`config.mk`:
```
export PLATFORM = sky130hd
export DESIGN_NAME = cae_dp
export DESIGN_NICKNAME = d
export VERILOG_FILES = /design/src/rtl/core/cae_pkg.sv /design/src/rtl/core/cae_ram.sv /design/src/rtl/core/cae_dp.sv
export SDC_FILE = /design/constraint.sdc
export NUM_CORES = 2
export LEC_CHECK = 0
export ABC_CLOCK_PERIOD_IN_PS = 9850
export CAP_MARGIN = 30
export CORE_UTILIZATION = 40
export DETAILED_ROUTE_END_ITERATION = 12
export DONT_BUFFER_PORTS = 1
export GPL_TIMING_DRIVEN = 0
export SKIP_LAST_GASP = 1
export SLEW_MARGIN = 20
export SYNTH_ARGS = -nofsm -noshare
export SYNTH_HDL_FRONTEND = slang
export SYNTH_HIERARCHICAL = 1
export SYNTH_SLANG_ARGS = --single-unit
export TNS_END_PERCENT = 10
```
`constraint.sdc`:
```
create_clock -name i_clk -period 9.85 [get_ports i_clk]
set_input_delay 2.955 -clock i_clk [delete_from_list [all_inputs] [get_ports i_clk]]
set_output_delay 2.955 -clock i_clk [all_outputs]
set_load 0.1 [all_outputs]
```
`src/rtl/core/cae_pkg.sv`:
```
`timescale 1ns / 1ps
// ----------------------------------------------------------------------------
// cae_pkg
// Shared types, operation codes, microprograms and sine table for the
// chaotic attractor Euler step engine.
// ----------------------------------------------------------------------------
package cae_pkg;

    localparam int DATA_W = 32;
    localparam int ACC_W  = 40;
    localparam int RF_DEPTH = 8;
    localparam int RF_AW  = 3;

    // Operation codes of the microprogram.
    localparam logic [4:0] OP_END  = 5'd0;
    localparam logic [4:0] OP_MUL  = 5'd1;
    localparam logic [4:0] OP_MACC = 5'd2;
    localparam logic [4:0] OP_MSUB = 5'd3;
    localparam logic [4:0] OP_PHS  = 5'd4;
    localparam logic [4:0] OP_FRC  = 5'd5;
    localparam logic [4:0] OP_AROM = 5'd6;
    localparam logic [4:0] OP_ROMD = 5'd7;
    localparam logic [4:0] OP_LDA  = 5'd8;
    localparam logic [4:0] OP_ADDA = 5'd9;
    localparam logic [4:0] OP_SUBA = 5'd10;
    localparam logic [4:0] OP_SAT  = 5'd11;
    localparam logic [4:0] OP_SATO = 5'd12;
    localparam logic [4:0] OP_CLMP = 5'd13;
    localparam logic [4:0] OP_LDIN = 5'd14;

    // Register file slots.
    localparam logic [2:0] R_X  = 3'd0;
    localparam logic [2:0] R_Y  = 3'd1;
    localparam logic [2:0] R_Z  = 3'd2;
    localparam logic [2:0] R_DX = 3'd3;
    localparam logic [2:0] R_DY = 3'd4;
    localparam logic [2:0] R_DZ = 3'd5;
    localparam logic [2:0] R_T0 = 3'd6;
    localparam logic [2:0] R_T1 = 3'd7;

    // System selector codes.
    localparam logic [3:0] SYS_LORENZ   = 4'd1;
    localparam logic [3:0] SYS_HALVOR   = 4'd2;
    localparam logic [3:0] SYS_AIZAWA   = 4'd3;
    localparam logic [3:0] SYS_FOURWING = 4'd4;
    localparam logic [3:0] SYS_DADRAS   = 4'd5;
    localparam logic [3:0] SYS_ZHOU     = 4'd6;
    localparam logic [3:0] SYS_THOMAS   = 4'd7;
    localparam logic [3:0] SYS_RAYLEIGH = 4'd8;
    localparam logic [3:0] SYS_CELL     = 4'd9;
    localparam logic [3:0] SYS_BOUALI   = 4'd10;
    localparam logic [3:0] SYS_CHENLEE  = 4'd11;
    localparam logic [3:0] SYS_ROESSLER = 4'd12;

    localparam logic signed [31:0] ONE        = 32'sd16777216;
    localparam logic signed [31:0] TURN_SCALE = 32'sd2670177;
    localparam logic [63:0] PI_Q30 = 64'd3373259426;
    localparam logic [63:0] ONE30  = 64'd1073741824;

    typedef struct packed {
        logic [4:0]         op;
        logic [2:0]         dst;
        logic [2:0]         sa;
        logic [2:0]         sb;
        logic               bk;
        logic signed [31:0] k;
    } t_instr;

    typedef struct packed {
        logic   issue;
        t_instr instr;
    } t_cmd;

    typedef logic [64:0][24:0] t_qrom;

    function automatic t_qrom f_build_qrom();
        t_qrom q;
        logic [63:0] a;
        logic [63:0] a2;
        logic [63:0] t;
        logic [63:0] s;
        q = '0;
        for (int r = 0; r < 65; r++) begin
            a  = (PI_Q30 * 64'(r)) >> 7;
            a2 = (a * a) >> 30;
            t  = ONE30;
            t  = ONE30 - (((a2 * t) >> 30) / 64'd156);
            t  = ONE30 - (((a2 * t) >> 30) / 64'd110);
            t  = ONE30 - (((a2 * t) >> 30) / 64'd72);
            t  = ONE30 - (((a2 * t) >> 30) / 64'd42);
            t  = ONE30 - (((a2 * t) >> 30) / 64'd20);
            t  = ONE30 - (((a2 * t) >> 30) / 64'd6);
            s  = (((a * t) >> 30) + 64'd32) >> 6;
            if (s > 64'd16777216) begin
                s = 64'd16777216;
            end
            q[r] = s[24:0];
        end
        return q;
    endfunction

    localparam t_qrom C_QROM = f_build_qrom();

    // Full-wave sine table built from the quarter wave by symmetry.
    function automatic logic signed [31:0] f_sine_rom(input logic [7:0] k);
        logic [24:0] v;
        logic [6:0]  ri;
        ri = k[6] ? (7'd64 - {1'b0, k[5:0]}) : {1'b0, k[5:0]};
        v  = C_QROM[ri];
        return k[7] ? -$signed({7'b0, v}) : $signed({7'b0, v});
    endfunction

    function automatic logic signed [31:0] f_sat40(input logic signed [39:0] v);
        if (v > 40'sd2147483647) begin
            return 32'sh7fffffff;
        end else if (v < -40'sd2147483648) begin
            return 32'sh80000000;
        end
        return v[31:0];
    endfunction

    function automatic t_instr f_i(input logic [4:0] op, input logic [2:0] dst,
                                   input logic [2:0] sa, input logic [2:0] sb,
                                   input logic bk, input logic signed [31:0] k);
        t_instr r;
        r.op = op; r.dst = dst; r.sa = sa; r.sb = sb; r.bk = bk; r.k = k;
        return r;
    endfunction

    function automatic t_instr f_mulr(input logic [2:0] d, a, b);
        return f_i(OP_MUL, d, a, b, 1'b0, 32'sd0);
    endfunction
    function automatic t_instr f_mulk(input logic [2:0] d, a, input logic signed [31:0] k);
        return f_i(OP_MUL, d, a, R_X, 1'b1, k);
    endfunction
    function automatic t_instr f_maccr(input logic [2:0] a, b);
        return f_i(OP_MACC, R_X, a, b, 1'b0, 32'sd0);
    endfunction
    function automatic t_instr f_macck(input logic [2:0] a, input logic signed [31:0] k);
        return f_i(OP_MACC, R_X, a, R_X, 1'b1, k);
    endfunction
    function automatic t_instr f_msubr(input logic [2:0] a, b);
        return f_i(OP_MSUB, R_X, a, b, 1'b0, 32'sd0);
    endfunction
    function automatic t_instr f_msubk(input logic [2:0] a, input logic signed [31:0] k);
        return f_i(OP_MSUB, R_X, a, R_X, 1'b1, k);
    endfunction
    function automatic t_instr f_ldr(input logic [2:0] b);
        return f_i(OP_LDA, R_X, R_X, b, 1'b0, 32'sd0);
    endfunction
    function automatic t_instr f_ldk(input logic signed [31:0] k);
        return f_i(OP_LDA, R_X, R_X, R_X, 1'b1, k);
    endfunction
    function automatic t_instr f_addr(input logic [2:0] b);
        return f_i(OP_ADDA, R_X, R_X, b, 1'b0, 32'sd0);
    endfunction
    function automatic t_instr f_subr(input logic [2:0] b);
        return f_i(OP_SUBA, R_X, R_X, b, 1'b0, 32'sd0);
    endfunction
    function automatic t_instr f_subk(input logic signed [31:0] k);
        return f_i(OP_SUBA, R_X, R_X, R_X, 1'b1, k);
    endfunction
    function automatic t_instr f_sat(input logic [2:0] d);
        return f_i(OP_SAT, d, R_X, R_X, 1'b0, 32'sd0);
    endfunction
    function automatic t_instr f_sato(input logic [2:0] d);
        return f_i(OP_SATO, d, R_X, R_X, 1'b0, 32'sd0);
    endfunction
    function automatic t_instr f_clmp(input logic [2:0] d, a);
        return f_i(OP_CLMP, d, a, R_X, 1'b0, 32'sd0);
    endfunction
    function automatic t_instr f_phs(input logic [2:0] d, a);
        return f_i(OP_PHS, d, a, R_X, 1'b1, TURN_SCALE);
    endfunction
    function automatic t_instr f_frc(input logic [2:0] a, b);
        return f_i(OP_FRC, R_X, a, b, 1'b0, 32'sd0);
    endfunction
    function automatic t_instr f_arom(input logic [2:0] a);
        return f_i(OP_AROM, R_X, a, R_X, 1'b0, 32'sd0);
    endfunction
    function automatic t_instr f_romd(input logic [2:0] d, a);
        return f_i(OP_ROMD, d, a, R_X, 1'b0, 32'sd0);
    endfunction
    function automatic t_instr f_ldin(input logic [2:0] d);
        return f_i(OP_LDIN, d, d, R_X, 1'b0, 32'sd0);
    endfunction
    function automatic t_instr f_end();
        return f_i(OP_END, R_X, R_X, R_X, 1'b0, 32'sd0);
    endfunction

    // Loads the three coordinates into the register file.
    function automatic t_instr f_head(input logic [5:0] pc);
        case (pc)
            6'd0:    return f_ldin(R_X);
            6'd1:    return f_ldin(R_Y);
            6'd2:    return f_ldin(R_Z);
            default: return f_end();
        endcase
    endfunction

    function automatic logic signed [31:0] f_dt(input logic [3:0] sys);
        case (sys)
            SYS_HALVOR:   return 32'sd83886;
            SYS_AIZAWA:   return 32'sd167772;
            SYS_FOURWING: return 32'sd83886;
            SYS_DADRAS:   return 32'sd167772;
            SYS_ZHOU:     return 32'sd33554;
            SYS_THOMAS:   return 32'sd1677722;
            SYS_RAYLEIGH: return 32'sd838861;
            SYS_CELL:     return 32'sd117441;
            SYS_BOUALI:   return 32'sd100663;
            SYS_CHENLEE:  return 32'sd67109;
            SYS_ROESSLER: return 32'sd838861;
            default:      return 32'sd167772;
        endcase
    endfunction

    // Euler update p' = sat(p + mul(dt, d)) for each coordinate.
    function automatic t_instr f_tail(input logic [3:0] sys, input logic [5:0] pc);
        logic signed [31:0] dt;
        dt = f_dt(sys);
        case (pc)
            6'd0:    return f_mulk(R_T0, R_DX, dt);
            6'd1:    return f_ldr(R_X);
            6'd2:    return f_addr(R_T0);
            6'd3:    return f_sato(R_X);
            6'd4:    return f_mulk(R_T0, R_DY, dt);
            6'd5:    return f_ldr(R_Y);
            6'd6:    return f_addr(R_T0);
            6'd7:    return f_sato(R_Y);
            6'd8:    return f_mulk(R_T0, R_DZ, dt);
            6'd9:    return f_ldr(R_Z);
            6'd10:   return f_addr(R_T0);
            6'd11:   return f_sato(R_Z);
            default: return f_end();
        endcase
    endfunction

    // Thomas term: -b*p + sine(v), into d.
    function automatic t_instr f_thomas(input logic [2:0] pc, input logic [2:0] p,
                                        input logic [2:0] v, input logic [2:0] d);
        case (pc)
            3'd0:    return f_phs(R_T0, v);
            3'd1:    return f_romd(R_T1, R_T0);
            3'd2:    return f_ldk(32'sd0);
            3'd3:    return f_msubk(p, 32'sd3187671);
            3'd4:    return f_arom(R_T0);
            3'd5:    return f_frc(R_T1, R_T0);
            default: return f_sat(d);
        endcase
    endfunction

    // Derivative programs, one per system; each leaves dx, dy, dz in DX, DY, DZ.
    function automatic t_instr f_prog(input logic [3:0] sys, input logic [5:0] pc);
        t_instr r;
        r = f_end();
        case (sys)
            SYS_HALVOR: begin
                case (pc)
                    6'd0:  r = f_ldk(32'sd0);
                    6'd1:  r = f_msubk(R_X, 32'sd23488102);
                    6'd2:  r = f_msubk(R_Y, 32'sd67108864);
                    6'd3:  r = f_msubk(R_Z, 32'sd67108864);
                    6'd4:  r = f_msubr(R_Y, R_Y);
                    6'd5:  r = f_sat(R_DX);
                    6'd6:  r = f_ldk(32'sd0);
                    6'd7:  r = f_msubk(R_Y, 32'sd23488102);
                    6'd8:  r = f_msubk(R_Z, 32'sd67108864);
                    6'd9:  r = f_msubk(R_X, 32'sd67108864);
                    6'd10: r = f_msubr(R_Z, R_Z);
                    6'd11: r = f_sat(R_DY);
                    6'd12: r = f_ldk(32'sd0);
                    6'd13: r = f_msubk(R_Z, 32'sd23488102);
                    6'd14: r = f_msubk(R_X, 32'sd67108864);
                    6'd15: r = f_msubk(R_Y, 32'sd67108864);
                    6'd16: r = f_msubr(R_X, R_X);
                    6'd17: r = f_sat(R_DZ);
                    default: r = f_end();
                endcase
            end
            SYS_AIZAWA: begin
                case (pc)
                    6'd0:  r = f_ldr(R_Z);
                    6'd1:  r = f_subk(32'sd11744051);
                    6'd2:  r = f_sat(R_T1);
                    6'd3:  r = f_ldk(32'sd0);
                    6'd4:  r = f_maccr(R_T1, R_X);
                    6'd5:  r = f_msubk(R_Y, 32'sd58720256);
                    6'd6:  r = f_sat(R_DX);
                    6'd7:  r = f_ldk(32'sd0);
                    6'd8:  r = f_macck(R_X, 32'sd58720256);
                    6'd9:  r = f_maccr(R_T1, R_Y);
                    6'd10: r = f_sat(R_DY);
                    6'd11: r = f_mulr(R_T0, R_Z, R_Z);
                    6'd12: r = f_mulr(R_T0, R_T0, R_Z);
                    6'd13: r = f_mulk(R_T0, R_T0, 32'sd5592405);
                    6'd14: r = f_ldk(32'sd0);
                    6'd15: r = f_maccr(R_X, R_X);
                    6'd16: r = f_maccr(R_Y, R_Y);
                    6'd17: r = f_sat(R_T1);
                    6'd18: r = f_ldk(ONE);
                    6'd19: r = f_macck(R_Z, 32'sd4194304);
                    6'd20: r = f_sat(R_DZ);
                    6'd21: r = f_mulr(R_T1, R_T1, R_DZ);
                    6'd22: r = f_mulk(R_DZ, R_Z, 32'sd1677722);
                    6'd23: r = f_mulr(R_DZ, R_DZ, R_X);
                    6'd24: r = f_mulr(R_DZ, R_DZ, R_X);
                    6'd25: r = f_mulr(R_DZ, R_DZ, R_X);
                    6'd26: r = f_ldk(32'sd10066330);
                    6'd27: r = f_macck(R_Z, 32'sd15938355);
                    6'd28: r = f_subr(R_T0);
                    6'd29: r = f_subr(R_T1);
                    6'd30: r = f_addr(R_DZ);
                    6'd31: r = f_sat(R_DZ);
                    default: r = f_end();
                endcase
            end
            SYS_FOURWING: begin
                case (pc)
                    6'd0:  r = f_mulk(R_T0, R_Y, 32'sd100663296);
                    6'd1:  r = f_ldk(32'sd0);
                    6'd2:  r = f_macck(R_X, 32'sd67108864);
                    6'd3:  r = f_msubr(R_T0, R_Z);
                    6'd4:  r = f_sat(R_DX);
                    6'd5:  r = f_ldk(32'sd0);
                    6'd6:  r = f_msubk(R_Y, 32'sd167772160);
                    6'd7:  r = f_maccr(R_X, R_Z);
                    6'd8:  r = f_sat(R_DY);
                    6'd9:  r = f_ldr(R_X);
                    6'd10: r = f_msubk(R_Z, 32'sd83886080);
                    6'd11: r = f_maccr(R_X, R_Y);
                    6'd12: r = f_sat(R_DZ);
                    default: r = f_end();
                endcase
            end
            SYS_DADRAS: begin
                case (pc)
                    6'd0:  r = f_mulk(R_T0, R_Y, 32'sd45298483);
                    6'd1:  r = f_ldr(R_Y);
                    6'd2:  r = f_msubk(R_X, 32'sd50331648);
                    6'd3:  r = f_maccr(R_T0, R_Z);
                    6'd4:  r = f_sat(R_DX);
                    6'd5:  r = f_ldr(R_Z);
                    6'd6:  r = f_macck(R_Y, 32'sd28521267);
                    6'd7:  r = f_msubr(R_X, R_Z);
                    6'd8:  r = f_sat(R_DY);
                    6'd9:  r = f_mulk(R_T0, R_X, 32'sd33554432);
                    6'd10: r = f_ldk(32'sd0);
                    6'd11: r = f_maccr(R_T0, R_Y);
                    6'd12: r = f_msubk(R_Z, 32'sd150994944);
                    6'd13: r = f_sat(R_DZ);
                    default: r = f_end();
                endcase
            end
            SYS_ZHOU: begin
                case (pc)
                    6'd0:  r = f_ldk(32'sd0);
                    6'd1:  r = f_macck(R_X, 32'sd49828332);
                    6'd2:  r = f_macck(R_Y, 32'sd2516582);
                    6'd3:  r = f_maccr(R_Y, R_Z);
                    6'd4:  r = f_sat(R_DX);
                    6'd5:  r = f_mulk(R_T0, R_Y, ONE);
                    6'd6:  r = f_ldk(32'sd0);
                    6'd7:  r = f_macck(R_Y, -32'sd50331648);
                    6'd8:  r = f_msubr(R_X, R_Z);
                    6'd9:  r = f_maccr(R_T0, R_Z);
                    6'd10: r = f_sat(R_DY);
                    6'd11: r = f_ldk(32'sd0);
                    6'd12: r = f_macck(R_Z, -32'sd147303956);
                    6'd13: r = f_msubr(R_X, R_Y);
                    6'd14: r = f_sat(R_DZ);
                    default: r = f_end();
                endcase
            end
            SYS_THOMAS: begin
                if (pc < 6'd7) begin
                    r = f_thomas(pc[2:0], R_X, R_Y, R_DX);
                end else if (pc < 6'd14) begin
                    r = f_thomas(3'(pc - 6'd7), R_Y, R_Z, R_DY);
                end else if (pc < 6'd21) begin
                    r = f_thomas(3'(pc - 6'd14), R_Z, R_X, R_DZ);
                end
            end
            SYS_RAYLEIGH: begin
                case (pc)
                    6'd0:  r = f_ldk(32'sd0);
                    6'd1:  r = f_msubk(R_X, 32'sd150994944);
                    6'd2:  r = f_macck(R_Y, 32'sd150994944);
                    6'd3:  r = f_sat(R_DX);
                    6'd4:  r = f_ldk(32'sd0);
                    6'd5:  r = f_macck(R_X, 32'sd201326592);
                    6'd6:  r = f_subr(R_Y);
                    6'd7:  r = f_msubr(R_X, R_Z);
                    6'd8:  r = f_sat(R_DY);
                    6'd9:  r = f_ldk(32'sd0);
                    6'd10: r = f_maccr(R_X, R_Y);
                    6'd11: r = f_msubk(R_Z, 32'sd83886080);
                    6'd12: r = f_sat(R_DZ);
                    default: r = f_end();
                endcase
            end
            SYS_CELL: begin
                case (pc)
                    6'd0:  r = f_clmp(R_T0, R_X);
                    6'd1:  r = f_clmp(R_T1, R_Y);
                    6'd2:  r = f_clmp(R_DZ, R_Z);
                    6'd3:  r = f_ldk(32'sd0);
                    6'd4:  r = f_subr(R_X);
                    6'd5:  r = f_macck(R_T0, 32'sd20803748);
                    6'd6:  r = f_msubk(R_T1, 32'sd53854863);
                    6'd7:  r = f_msubk(R_DZ, 32'sd53854863);
                    6'd8:  r = f_sat(R_DX);
                    6'd9:  r = f_ldk(32'sd0);
                    6'd10: r = f_subr(R_Y);
                    6'd11: r = f_msubk(R_T0, 32'sd53854863);
                    6'd12: r = f_macck(R_T1, 32'sd18454938);
                    6'd13: r = f_msubk(R_DZ, 32'sd73819750);
                    6'd14: r = f_sat(R_DY);
                    6'd15: r = f_ldk(32'sd0);
                    6'd16: r = f_subr(R_Z);
                    6'd17: r = f_msubk(R_T0, 32'sd53854863);
                    6'd18: r = f_macck(R_T1, 32'sd73819750);
                    6'd19: r = f_addr(R_DZ);
                    6'd20: r = f_sat(R_DZ);
                    default: r = f_end();
                endcase
            end
            SYS_BOUALI: begin
                case (pc)
                    6'd0:  r = f_ldk(32'sd67108864);
                    6'd1:  r = f_subr(R_Y);
                    6'd2:  r = f_sat(R_T0);
                    6'd3:  r = f_ldk(32'sd0);
                    6'd4:  r = f_maccr(R_X, R_T0);
                    6'd5:  r = f_macck(R_Z, 32'sd5033165);
                    6'd6:  r = f_sat(R_DX);
                    6'd7:  r = f_ldk(ONE);
                    6'd8:  r = f_msubr(R_X, R_X);
                    6'd9:  r = f_sat(R_T0);
                    6'd10: r = f_ldk(32'sd0);
                    6'd11: r = f_msubr(R_Y, R_T0);
                    6'd12: r = f_sat(R_DY);
                    6'd13: r = f_ldk(32'sd25165824);
                    6'd14: r = f_msubk(R_Z, ONE);
                    6'd15: r = f_sat(R_T0);
                    6'd16: r = f_ldk(32'sd0);
                    6'd17: r = f_msubr(R_X, R_T0);
                    6'd18: r = f_msubk(R_Z, 32'sd838861);
                    6'd19: r = f_sat(R_DZ);
                    default: r = f_end();
                endcase
            end
            SYS_CHENLEE: begin
                case (pc)
                    6'd0:  r = f_ldk(32'sd0);
                    6'd1:  r = f_macck(R_X, 32'sd83886080);
                    6'd2:  r = f_msubr(R_Y, R_Z);
                    6'd3:  r = f_sat(R_DX);
                    6'd4:  r = f_ldk(32'sd0);
                    6'd5:  r = f_macck(R_Y, -32'sd167772160);
                    6'd6:  r = f_maccr(R_X, R_Z);
                    6'd7:  r = f_sat(R_DY);
                    6'd8:  r = f_mulr(R_T0, R_X, R_Y);
                    6'd9:  r = f_ldk(32'sd0);
                    6'd10: r = f_macck(R_Z, -32'sd6375342);
                    6'd11: r = f_macck(R_T0, 32'sd5592405);
                    6'd12: r = f_sat(R_DZ);
                    default: r = f_end();
                endcase
            end
            SYS_ROESSLER: begin
                case (pc)
                    6'd0:  r = f_ldk(32'sd0);
                    6'd1:  r = f_subr(R_Y);
                    6'd2:  r = f_subr(R_Z);
                    6'd3:  r = f_sat(R_DX);
                    6'd4:  r = f_ldr(R_X);
                    6'd5:  r = f_macck(R_Y, 32'sd3355443);
                    6'd6:  r = f_sat(R_DY);
                    6'd7:  r = f_ldr(R_X);
                    6'd8:  r = f_subk(32'sd95630131);
                    6'd9:  r = f_sat(R_T0);
                    6'd10: r = f_ldk(32'sd3355443);
                    6'd11: r = f_maccr(R_Z, R_T0);
                    6'd12: r = f_sat(R_DZ);
                    default: r = f_end();
                endcase
            end
            default: begin
                // Lorenz, also used for unassigned selector values.
                case (pc)
                    6'd0:  r = f_ldr(R_Y);
                    6'd1:  r = f_subr(R_X);
                    6'd2:  r = f_sat(R_T0);
                    6'd3:  r = f_mulk(R_DX, R_T0, 32'sd167772160);
                    6'd4:  r = f_ldk(32'sd469762048);
                    6'd5:  r = f_subr(R_Z);
                    6'd6:  r = f_sat(R_T0);
                    6'd7:  r = f_ldk(32'sd0);
                    6'd8:  r = f_maccr(R_X, R_T0);
                    6'd9:  r = f_subr(R_Y);
                    6'd10: r = f_sat(R_DY);
                    6'd11: r = f_ldk(32'sd0);
                    6'd12: r = f_maccr(R_X, R_Y);
                    6'd13: r = f_msubk(R_Z, 32'sd44739243);
                    6'd14: r = f_sat(R_DZ);
                    default: r = f_end();
                endcase
            end
        endcase
        return r;
    endfunction

endpackage

```
`src/rtl/core/cae_ram.sv`:
```
`timescale 1ns / 1ps
// ----------------------------------------------------------------------------
// cae_ram
// Generic RAM with one write port and two registered read ports.
// ----------------------------------------------------------------------------
module cae_ram #(
    parameter int WIDTH = 32,
    parameter int DEPTH = 8
) (
    input  logic                     i_clk,
    input  logic                     i_we,
    input  logic [$clog2(DEPTH)-1:0] i_waddr,
    input  logic [WIDTH-1:0]         i_wdata,
    input  logic [$clog2(DEPTH)-1:0] i_raddr_a,
    input  logic [$clog2(DEPTH)-1:0] i_raddr_b,
    output logic [WIDTH-1:0]         o_rdata_a,
    output logic [WIDTH-1:0]         o_rdata_b
);

    logic [WIDTH-1:0] r_mem [DEPTH];

    always_ff @(posedge i_clk) begin
        if (i_we) begin
            r_mem[i_waddr] <= i_wdata;
        end
        o_rdata_a <= r_mem[i_raddr_a];
        o_rdata_b <= r_mem[i_raddr_b];
    end

endmodule

```
`src/rtl/core/cae_dp.sv`:
```
`timescale 1ns / 1ps
// ----------------------------------------------------------------------------
// cae_dp
// Datapath: register file, shared multiplier, accumulator, sine table and
// running peak tracker. Runs each micro-instruction through fetch and execute.
// ----------------------------------------------------------------------------
module cae_dp (
    input  logic                i_clk,
    input  logic                i_rst_n,
    input  logic                i_load,
    input  logic signed [31:0]  i_x_in,
    input  logic signed [31:0]  i_y_in,
    input  logic signed [31:0]  i_z_in,
    input  logic                i_clear_peak,
    input  cae_pkg::t_cmd       i_cmd,
    output logic signed [31:0]  o_x_res,
    output logic signed [31:0]  o_y_res,
    output logic signed [31:0]  o_z_res,
    output logic [31:0]         o_peak
);

    logic signed [31:0] r_in [3];
    logic signed [31:0] r_res [3];
    logic [31:0]        r_peak;
    logic signed [39:0] r_acc;

    // Operand fetch stage (aligned with the RAM read data).
    logic               r_s1_vld;
    cae_pkg::t_instr    r_s1_ins;
    logic [31:0]        w_rd_a;
    logic [31:0]        w_rd_b;

    // Execute stage.
    logic               r_s2_vld;
    logic [4:0]         r_s2_op;
    logic [2:0]         r_s2_dst;
    logic signed [31:0] r_a;
    logic signed [31:0] r_b;
    logic signed [63:0] r_prod;

    logic signed [31:0] w_opa;
    logic signed [31:0] w_opb;

    logic               w_we;
    logic signed [31:0] w_wdata;
    logic signed [31:0] w_mulsat;
    logic signed [31:0] w_accsat;
    logic signed [31:0] w_rom0;
    logic signed [31:0] w_rom1;
    logic [31:0]        w_abs;

    cae_ram #(
        .WIDTH (cae_pkg::DATA_W),
        .DEPTH (cae_pkg::RF_DEPTH)
    ) u_rf (
        .i_clk     (i_clk),
        .i_we      (w_we),
        .i_waddr   (r_s2_dst),
        .i_wdata   (w_wdata),
        .i_raddr_a (i_cmd.instr.sa),
        .i_raddr_b (i_cmd.instr.sb),
        .o_rdata_a (w_rd_a),
        .o_rdata_b (w_rd_b)
    );

    always_comb begin
        if (r_s1_ins.op == cae_pkg::OP_LDIN) begin
            w_opa = r_in[r_s1_ins.sa[1:0]];
        end else begin
            w_opa = $signed(w_rd_a);
        end
        if (r_s1_ins.bk) begin
            w_opb = r_s1_ins.k;
        end else if (r_s1_ins.op == cae_pkg::OP_FRC) begin
            // The interpolation weight is bits 23:8 of the turn phase.
            w_opb = $signed({16'b0, w_rd_b[23:8]});
        end else begin
            w_opb = $signed(w_rd_b);
        end
    end

    always_ff @(posedge i_clk) begin
        if (!i_rst_n) begin
            r_s1_vld <= 1'b0;
            r_s2_vld <= 1'b0;
        end else begin
            r_s1_vld <= i_cmd.issue;
            r_s2_vld <= r_s1_vld;
        end
        r_s1_ins <= i_cmd.instr;
        r_s2_op  <= r_s1_ins.op;
        r_s2_dst <= r_s1_ins.dst;
        r_a      <= w_opa;
        r_b      <= w_opb;
        r_prod   <= w_opa * w_opb;
    end

    assign w_mulsat = cae_pkg::f_sat40(r_prod[63:24]);
    assign w_accsat = cae_pkg::f_sat40(r_acc);
    assign w_rom0   = cae_pkg::f_sine_rom(r_a[31:24]);
    assign w_rom1   = cae_pkg::f_sine_rom(r_a[31:24] + 8'd1);
    assign w_abs    = w_accsat[31] ? (~w_accsat + 32'd1) : w_accsat;

    always_comb begin
        w_we    = 1'b0;
        w_wdata = w_accsat;
        if (r_s2_vld) begin
            case (r_s2_op)
                cae_pkg::OP_MUL: begin
                    w_we    = 1'b1;
                    w_wdata = w_mulsat;
                end
                cae_pkg::OP_PHS: begin
                    w_we    = 1'b1;
                    w_wdata = r_prod[47:16];
                end
                cae_pkg::OP_ROMD: begin
                    w_we    = 1'b1;
                    w_wdata = w_rom1 - w_rom0;
                end
                cae_pkg::OP_SAT, cae_pkg::OP_SATO: begin
                    w_we    = 1'b1;
                    w_wdata = w_accsat;
                end
                cae_pkg::OP_CLMP: begin
                    w_we = 1'b1;
                    if (r_a > cae_pkg::ONE) begin
                        w_wdata = cae_pkg::ONE;
                    end else if (r_a < -cae_pkg::ONE) begin
                        w_wdata = -cae_pkg::ONE;
                    end else begin
                        w_wdata = r_a;
                    end
                end
                cae_pkg::OP_LDIN: begin
                    w_we    = 1'b1;
                    w_wdata = r_a;
                end
                default: begin
                    w_we = 1'b0;
                end
            endcase
        end
    end

    always_ff @(posedge i_clk) begin
        if (r_s2_vld) begin
            case (r_s2_op)
                cae_pkg::OP_MACC: r_acc <= r_acc + 40'(w_mulsat);
                cae_pkg::OP_MSUB: r_acc <= r_acc - 40'(w_mulsat);
                cae_pkg::OP_FRC:  r_acc <= r_acc + r_prod[55:16];
                cae_pkg::OP_AROM: r_acc <= r_acc + 40'(w_rom0);
                cae_pkg::OP_LDA:  r_acc <= 40'(r_b);
                cae_pkg::OP_ADDA: r_acc <= r_acc + 40'(r_b);
                cae_pkg::OP_SUBA: r_acc <= r_acc - 40'(r_b);
                default:          r_acc <= r_acc;
            endcase
        end
    end

    always_ff @(posedge i_clk) begin
        if (i_load) begin
            r_in[0] <= i_x_in;
            r_in[1] <= i_y_in;
            r_in[2] <= i_z_in;
        end
        if (r_s2_vld && r_s2_op == cae_pkg::OP_SATO) begin
            r_res[r_s2_dst[1:0]] <= w_accsat;
        end
    end

    always_ff @(posedge i_clk) begin
        if (!i_rst_n) begin
            r_peak <= '0;
        end else if (i_load && i_clear_peak) begin
            r_peak <= '0;
        end else if (r_s2_vld && r_s2_op == cae_pkg::OP_SATO && w_abs > r_peak) begin
            r_peak <= w_abs;
        end
    end

    assign o_x_res = r_res[0];
    assign o_y_res = r_res[1];
    assign o_z_res = r_res[2];
    assign o_peak  = r_peak;

endmodule

```
# Word-level counts from Yosys, hierarchy flattened
# Memory sizes are Yosys's and may differ from the RTL's. A register that Yosys moved wholly into a read port is not among the register bits.
# Cells that the tools add are included.
# classes
n_addsub	13
mul	1
div_mod_pow	0
n_lt_le_gt_ge	9
n_eq_ne	16
n_shift	0
n_mux	33
n_bitwise	2
reduce_logical	7
# op_table
cell	count
$mux W32	15
$pmux W40 S7	1
$pmux W32 S5	1
$add A40 B32 Y40	3
$gt A40 B32 Y1 const B	2
$lt A40 B32 Y1 const B	2
$sub A40 B32 Y40	2
$mul A32 B32 Y64	1
$neg A25 Y32	2
$mux W25	2
$add A40 B40 Y40	1
$eq A5 B4 Y1 const B	8
$add A32 B1 Y32 const B	1
$gt A32 B26 Y1 const B	1
$gt A32 B32 Y1	1
$lt A32 B25 Y1 const B	1
$not A32 Y32	1
$sub A32 B32 Y32	1
$eq A5 B3 Y1 const B	5
$lt A7 B8 Y1 const B	2
$mux W7	2
$sub A7 B6 Y7 const A	2
$mux W1	12
$eq A5 B2 Y1 const B	2
other kinds (8)	10
# word_totals
ff_bits	251
latch_bits	0
ram_bits	448
romBits	6400
input_bits	148
output_inout_bits	128
wordCells	99
mem_count	5
# memory_table
name	words	word_bits	rd	rd_ports_with_merged_regs	wr	line	rtl
(no name shown)	128	25	1	0	0	cae_pkg.sv:109	v = C_QROM[ri];
(no name shown)	128	25	1	0	0	cae_pkg.sv:109	
u_rf.r_mem	8	32	2	2	1	cae_ram.sv:20	logic [WIDTH-1:0] r_mem [DEPTH];
r_in	3	32	1	1	3	cae_dp.sv:22	logic signed [31:0] r_in [3];
r_res	3	32	3	0	1	cae_dp.sv:23	logic signed [31:0] r_res [3];

# Longest topological paths before layout
# logic_depth
word_depth	10
ltp_mapped	43
mapped_depth_nobuf	36

# By module
# The synthesis kept the hierarchy.
# by_module_without_submodules
module	instances	cells_per_inst	area_each_um2	seq_area_each_um2
cae_dp	1	7646	66513.8	10910.5
cae_ram	1	561	13180.1	8968.6

# Worst setup path before layout
# No wires, ideal clock.
# synth_timing
path_type	register -> register
start	reg r_a[24]
end	reg r_acc[39], data pin
setup_ps	272
t_arrival_ps	9958
required_ps	9578
slack_ps	-380
path_stages_with_launch	42
n_path_buf	7
period_less_slack_ps	10230
path_cell_list	dfxtp_1 clkbuf_1 clkbuf_1 inv_1 clkbuf_1 clkbuf_1 ha_1 clkbuf_1 nand2_1 o21ai_1 inv_1 ha_1 clkbuf_1 a222oi_1 nand3_1 o21ai_0 a2111oi_4 inv_2 [6 not listed] xnor2_1 nand4_4 nor3_2 a21oi_1 a221oi_1 ha_1 o21ai_0 nand2b_1 a21oi_1 nor2_1 nor4b_1 o21a_1 o41ai_1 o21ai_0 mux2i_1 a2111oi_0 nor2_1 or4_1
# synth_between
elab_chain_cells	8
# synth_lines
item	line	rtl
start: declaration	cae_dp.sv:37	logic signed [31:0] r_a;
start signal: assignment	cae_dp.sv:93	r_a <= w_opa;
$sub A7 B6 Y7	cae_pkg.sv:108	ri = k[6] ? (7'd64 - {1'b0, k[5:0]}) : {1'b0, k[5:0]};
$mux W7 (*)	cae_pkg.sv:108	
$mem_v2 Z128 W25 (*)	-	
$mux W25 (not written as such) (*)	cae_pkg.sv:109	
$neg A25 Y32	cae_pkg.sv:110	return k[7] ? -$signed({7'b0, v}) : $signed({7'b0, v});
$mux W32 (*)	cae_pkg.sv:110	
$add A40 B32 Y40 (*)	cae_dp.sv:152	cae_pkg::OP_AROM: r_acc <= r_acc + 40'(w_rom0);
$pmux W40 S7 (*)	cae_dp.sv:148	case (r_s2_op)
end signal: assignment	cae_dp.sv:149	cae_pkg::OP_MACC: r_acc <= r_acc + 40'(w_mulsat);
end signal: assignment	cae_dp.sv:152	
end signal: assignment	cae_dp.sv:153	cae_pkg::OP_LDA: r_acc <= 40'(r_b);
end: declaration	cae_dp.sv:25	logic signed [39:0] r_acc;
# Every way passes the cells marked *; elsewhere a longest branch is shown, timed or not. The select of a mux whose other input is x is not followed.
# A chain may end at the register's enable or synchronous reset.

# Final worst setup path
# Same ends and word-level chain as after synthesis.

==> results.yml <==
finish:
  final_common_cell: "inv_1"
  final_cell_mix: "1085 x inv_1, 1076 x fa_1, 895 x nor2_1"
  syn_to_final_growth_pct: 15.7
  nets: 10200
  drive_gt1_frac: 0.136
  stdcell_count: 11300
  stdcell_area_um2: 92200
sta:
  fin_crit_sh: 0.992
  setup_ws_ns: 0.0795
  finalSetupViolCount: 0
  finalHoldViolations: 0
  clock_skew_ns: 0.0634
  final_max_slew_viol_count: 0
  worstMarginPinSlew_ns: 1.18
  max_slew_margin: 0.212
  timing.fmax_mhz: 102
  rsz0062_at_grt: "true"
  fin_hold_ws_ns: 0.324
  period_needed_ns: 9.77
worst_setup_path:
  slowest_stage: "or4_4"
  cp-end-kind: "register"
  worstRegToRegCells: 42
  reg2reg_from: "r_a[24]"
  path_class: "register to register"
  critPathArrivalTime_ns: 10.28
  r2r_slack_ns: 0.08
  critPathLaunch: "r_a[24]"
  critPathRequiredTime_ns: 10.36
  max_stage_delay_ns: 0.58
  cp-start-kind: "register"
  cp_max_fo: 19
outcome:
  outcome: "finished, final reports clean"
floorplan:
  die_y_um: 448
  dieArea_um2: 201000
  core_area_um2: 198000
  die_w_um: 448
  floorplan.initialDensity: 0.403
  rows: 163
  io_pins: 276
synth:
  syn_inst: 8207
  ys_seq_area_frac: 0.249
  synth_area_per_cell_um2: 9.71
  ys_ff_latch: 749
  synth_edf_count: 488
  ys_types: 119
  synthFlopType: "edfxtp_1"
  netlist_area_um2: 79700
  ys_warn_count: 6
  synth_nets: 9795
  synth-async-reset-ratio: 0
grt:
  grt.overflow.total: 0
  grt_start_max_net_pins: 98
  grt_pass1_vias: 68700
  antenna_found_initial: 43
  grt_usage: 0.375
  grt_first_pass_wirelength_um: 526000
worst_hold_path:
  min_from: "r_s1_ins[39]"
  min_path_cells: 0
  hold_path_class: "register to register"
route:
  detail_route.vias_per_cell: 6.03
  drc: 0
  wl_um: 377000
  ant_nets: 0
  vias: 68200
  drt-wirelength-per-cell_um: 33.4
  drtIter0Drc: 7885
  drt-pass1-iter-count: 8
place:
  place_ws_ns: -4.94
  gp_congestion: 1.10
  placed_area_um2: 85300
  placed_cells: 11000
  io_buffers: 0
  post-dp-hpwl_um: 307000
cts:
  clk_pin_slew_worst_paths_ns: 0.07
  clockBufferDepth: 3
  cts_root_buf: "clkbuf_16"
  cts-htree-levels: 3
  cts_sinks: 749
  clk-insertion-delay-late_ns: 0.77
  cts_tree: "yes"
  cts_buffers: 87
job:
  cap_violations: 0
## cells by family after synthesis
group                      share of synthesized area
AOI/OAI and AO/OA                              0.125
xor gates and xnor gates                      0.0291
adders and majority gates                      0.328
buffers and inverters                         0.0781
DFF                                            0.249
muxes                                         0.0610
and+or+nand+nor                                0.129
## layer usage
metal / part of all wire / vias up / track usage
met3: 0.11 / 1019 / 0.109
met5: 0.00074 / - / 0
li1: - / 28400 / -
met2: 0.43 / 4190 / 0.564
met4: 0.077 / 26 / 0.237
met1: 0.38 / 34600 / 0.472
## per-stage QoR
stage	TNS [ns]	utilization
floorplan	0	-
global placement	-1232.17	0.420
detailed placement	-670.59	0.432
CTS	-0.0732	0.461
global route	-0.316	0.467
finish	0	0.467
## area by class of cell
cell class | count | area [µm²]
antenna | 24 | 60.1
buffer | 446 | 2680
clock buffer | 117 | 2430
clock inverter | 47 | 510
fill | 18600 | 105000
inverter | 1133 | 4390
multi-input combinational | 5856 | 55800
sequential | 749 | 19900
tap | 2640 | 3300
timing repair buffer | 291 | 3140
## what timing repair did
action	CTS	global route
pin swaps	42	63
hold endpoints to repair	0	0
endpoints found under the setup margin	316	99
hold buffers	0	0
cloned	0	0
resized for setup	607	179
buffers inserted	89	38
## path summary, 6_finish.rpt
kind                 endpoint
setup reg to reg    r_acc[39]
hold reg to reg   r_s2_dst[0]
hold / removal    r_s2_dst[0]
setup / recovery    r_acc[39]
## registers in the layout, indices dropped and copies added, names as in the netlist, named ones only
name and cells:
o_peak 32, r_a 32, r_acc 40, r_b 32, r_in 96, r_prod 48
r_res 96, r_s1_ins 41, r_s1_vld 1, r_s2_dst 3, r_s2_op 5, r_s2_vld 1
u_rf/o_rdata_a 32, u_rf/o_rdata_b 32, u_rf/r_mem 256
## worst max-delay path: cells and delay by family (launching register included)
| kind | cells | cell delay (ns) |
|---|---|---|
| adder cells (fa/ha/maj) | 4 | 1.03 |
| multiplexers | 1 | 0.33 |
| buffers and inverters | 10 | 1.59 |
| AO/OA/AOI/OAI | 15 | 3.04 |
| AND/OR/NAND/NOR | 12 | 3.04 |
| flip-flops | 1 | 0.43 |
## cell usage after synthesis (58+ instances only)
library cell	instances	area (µm²)
a211oi_1	58	435
a21o_1	106	796
a21oi_1	409	2050
a31oi_1	58	363
clkbuf_1	351	1320
dfxtp_1	261	5230
edfxtp_1	488	14700
fa_1	1084	21700
ha_1	356	4450
inv_1	1109	4160
mux2_2	72	811
mux2i_1	87	871
mux4_1	80	2100
nand2_1	867	3250
nand3_1	89	445
nor2_1	920	3450
nor3_1	138	691
o21a_1	69	518
o21ai_0	302	1510
xnor2_1	161	1410
xor2_1	94	823
Power is left out: the tool's default activity adds up to more than one toggle a clock period on the data nets, which glitch-free logic cannot reach.
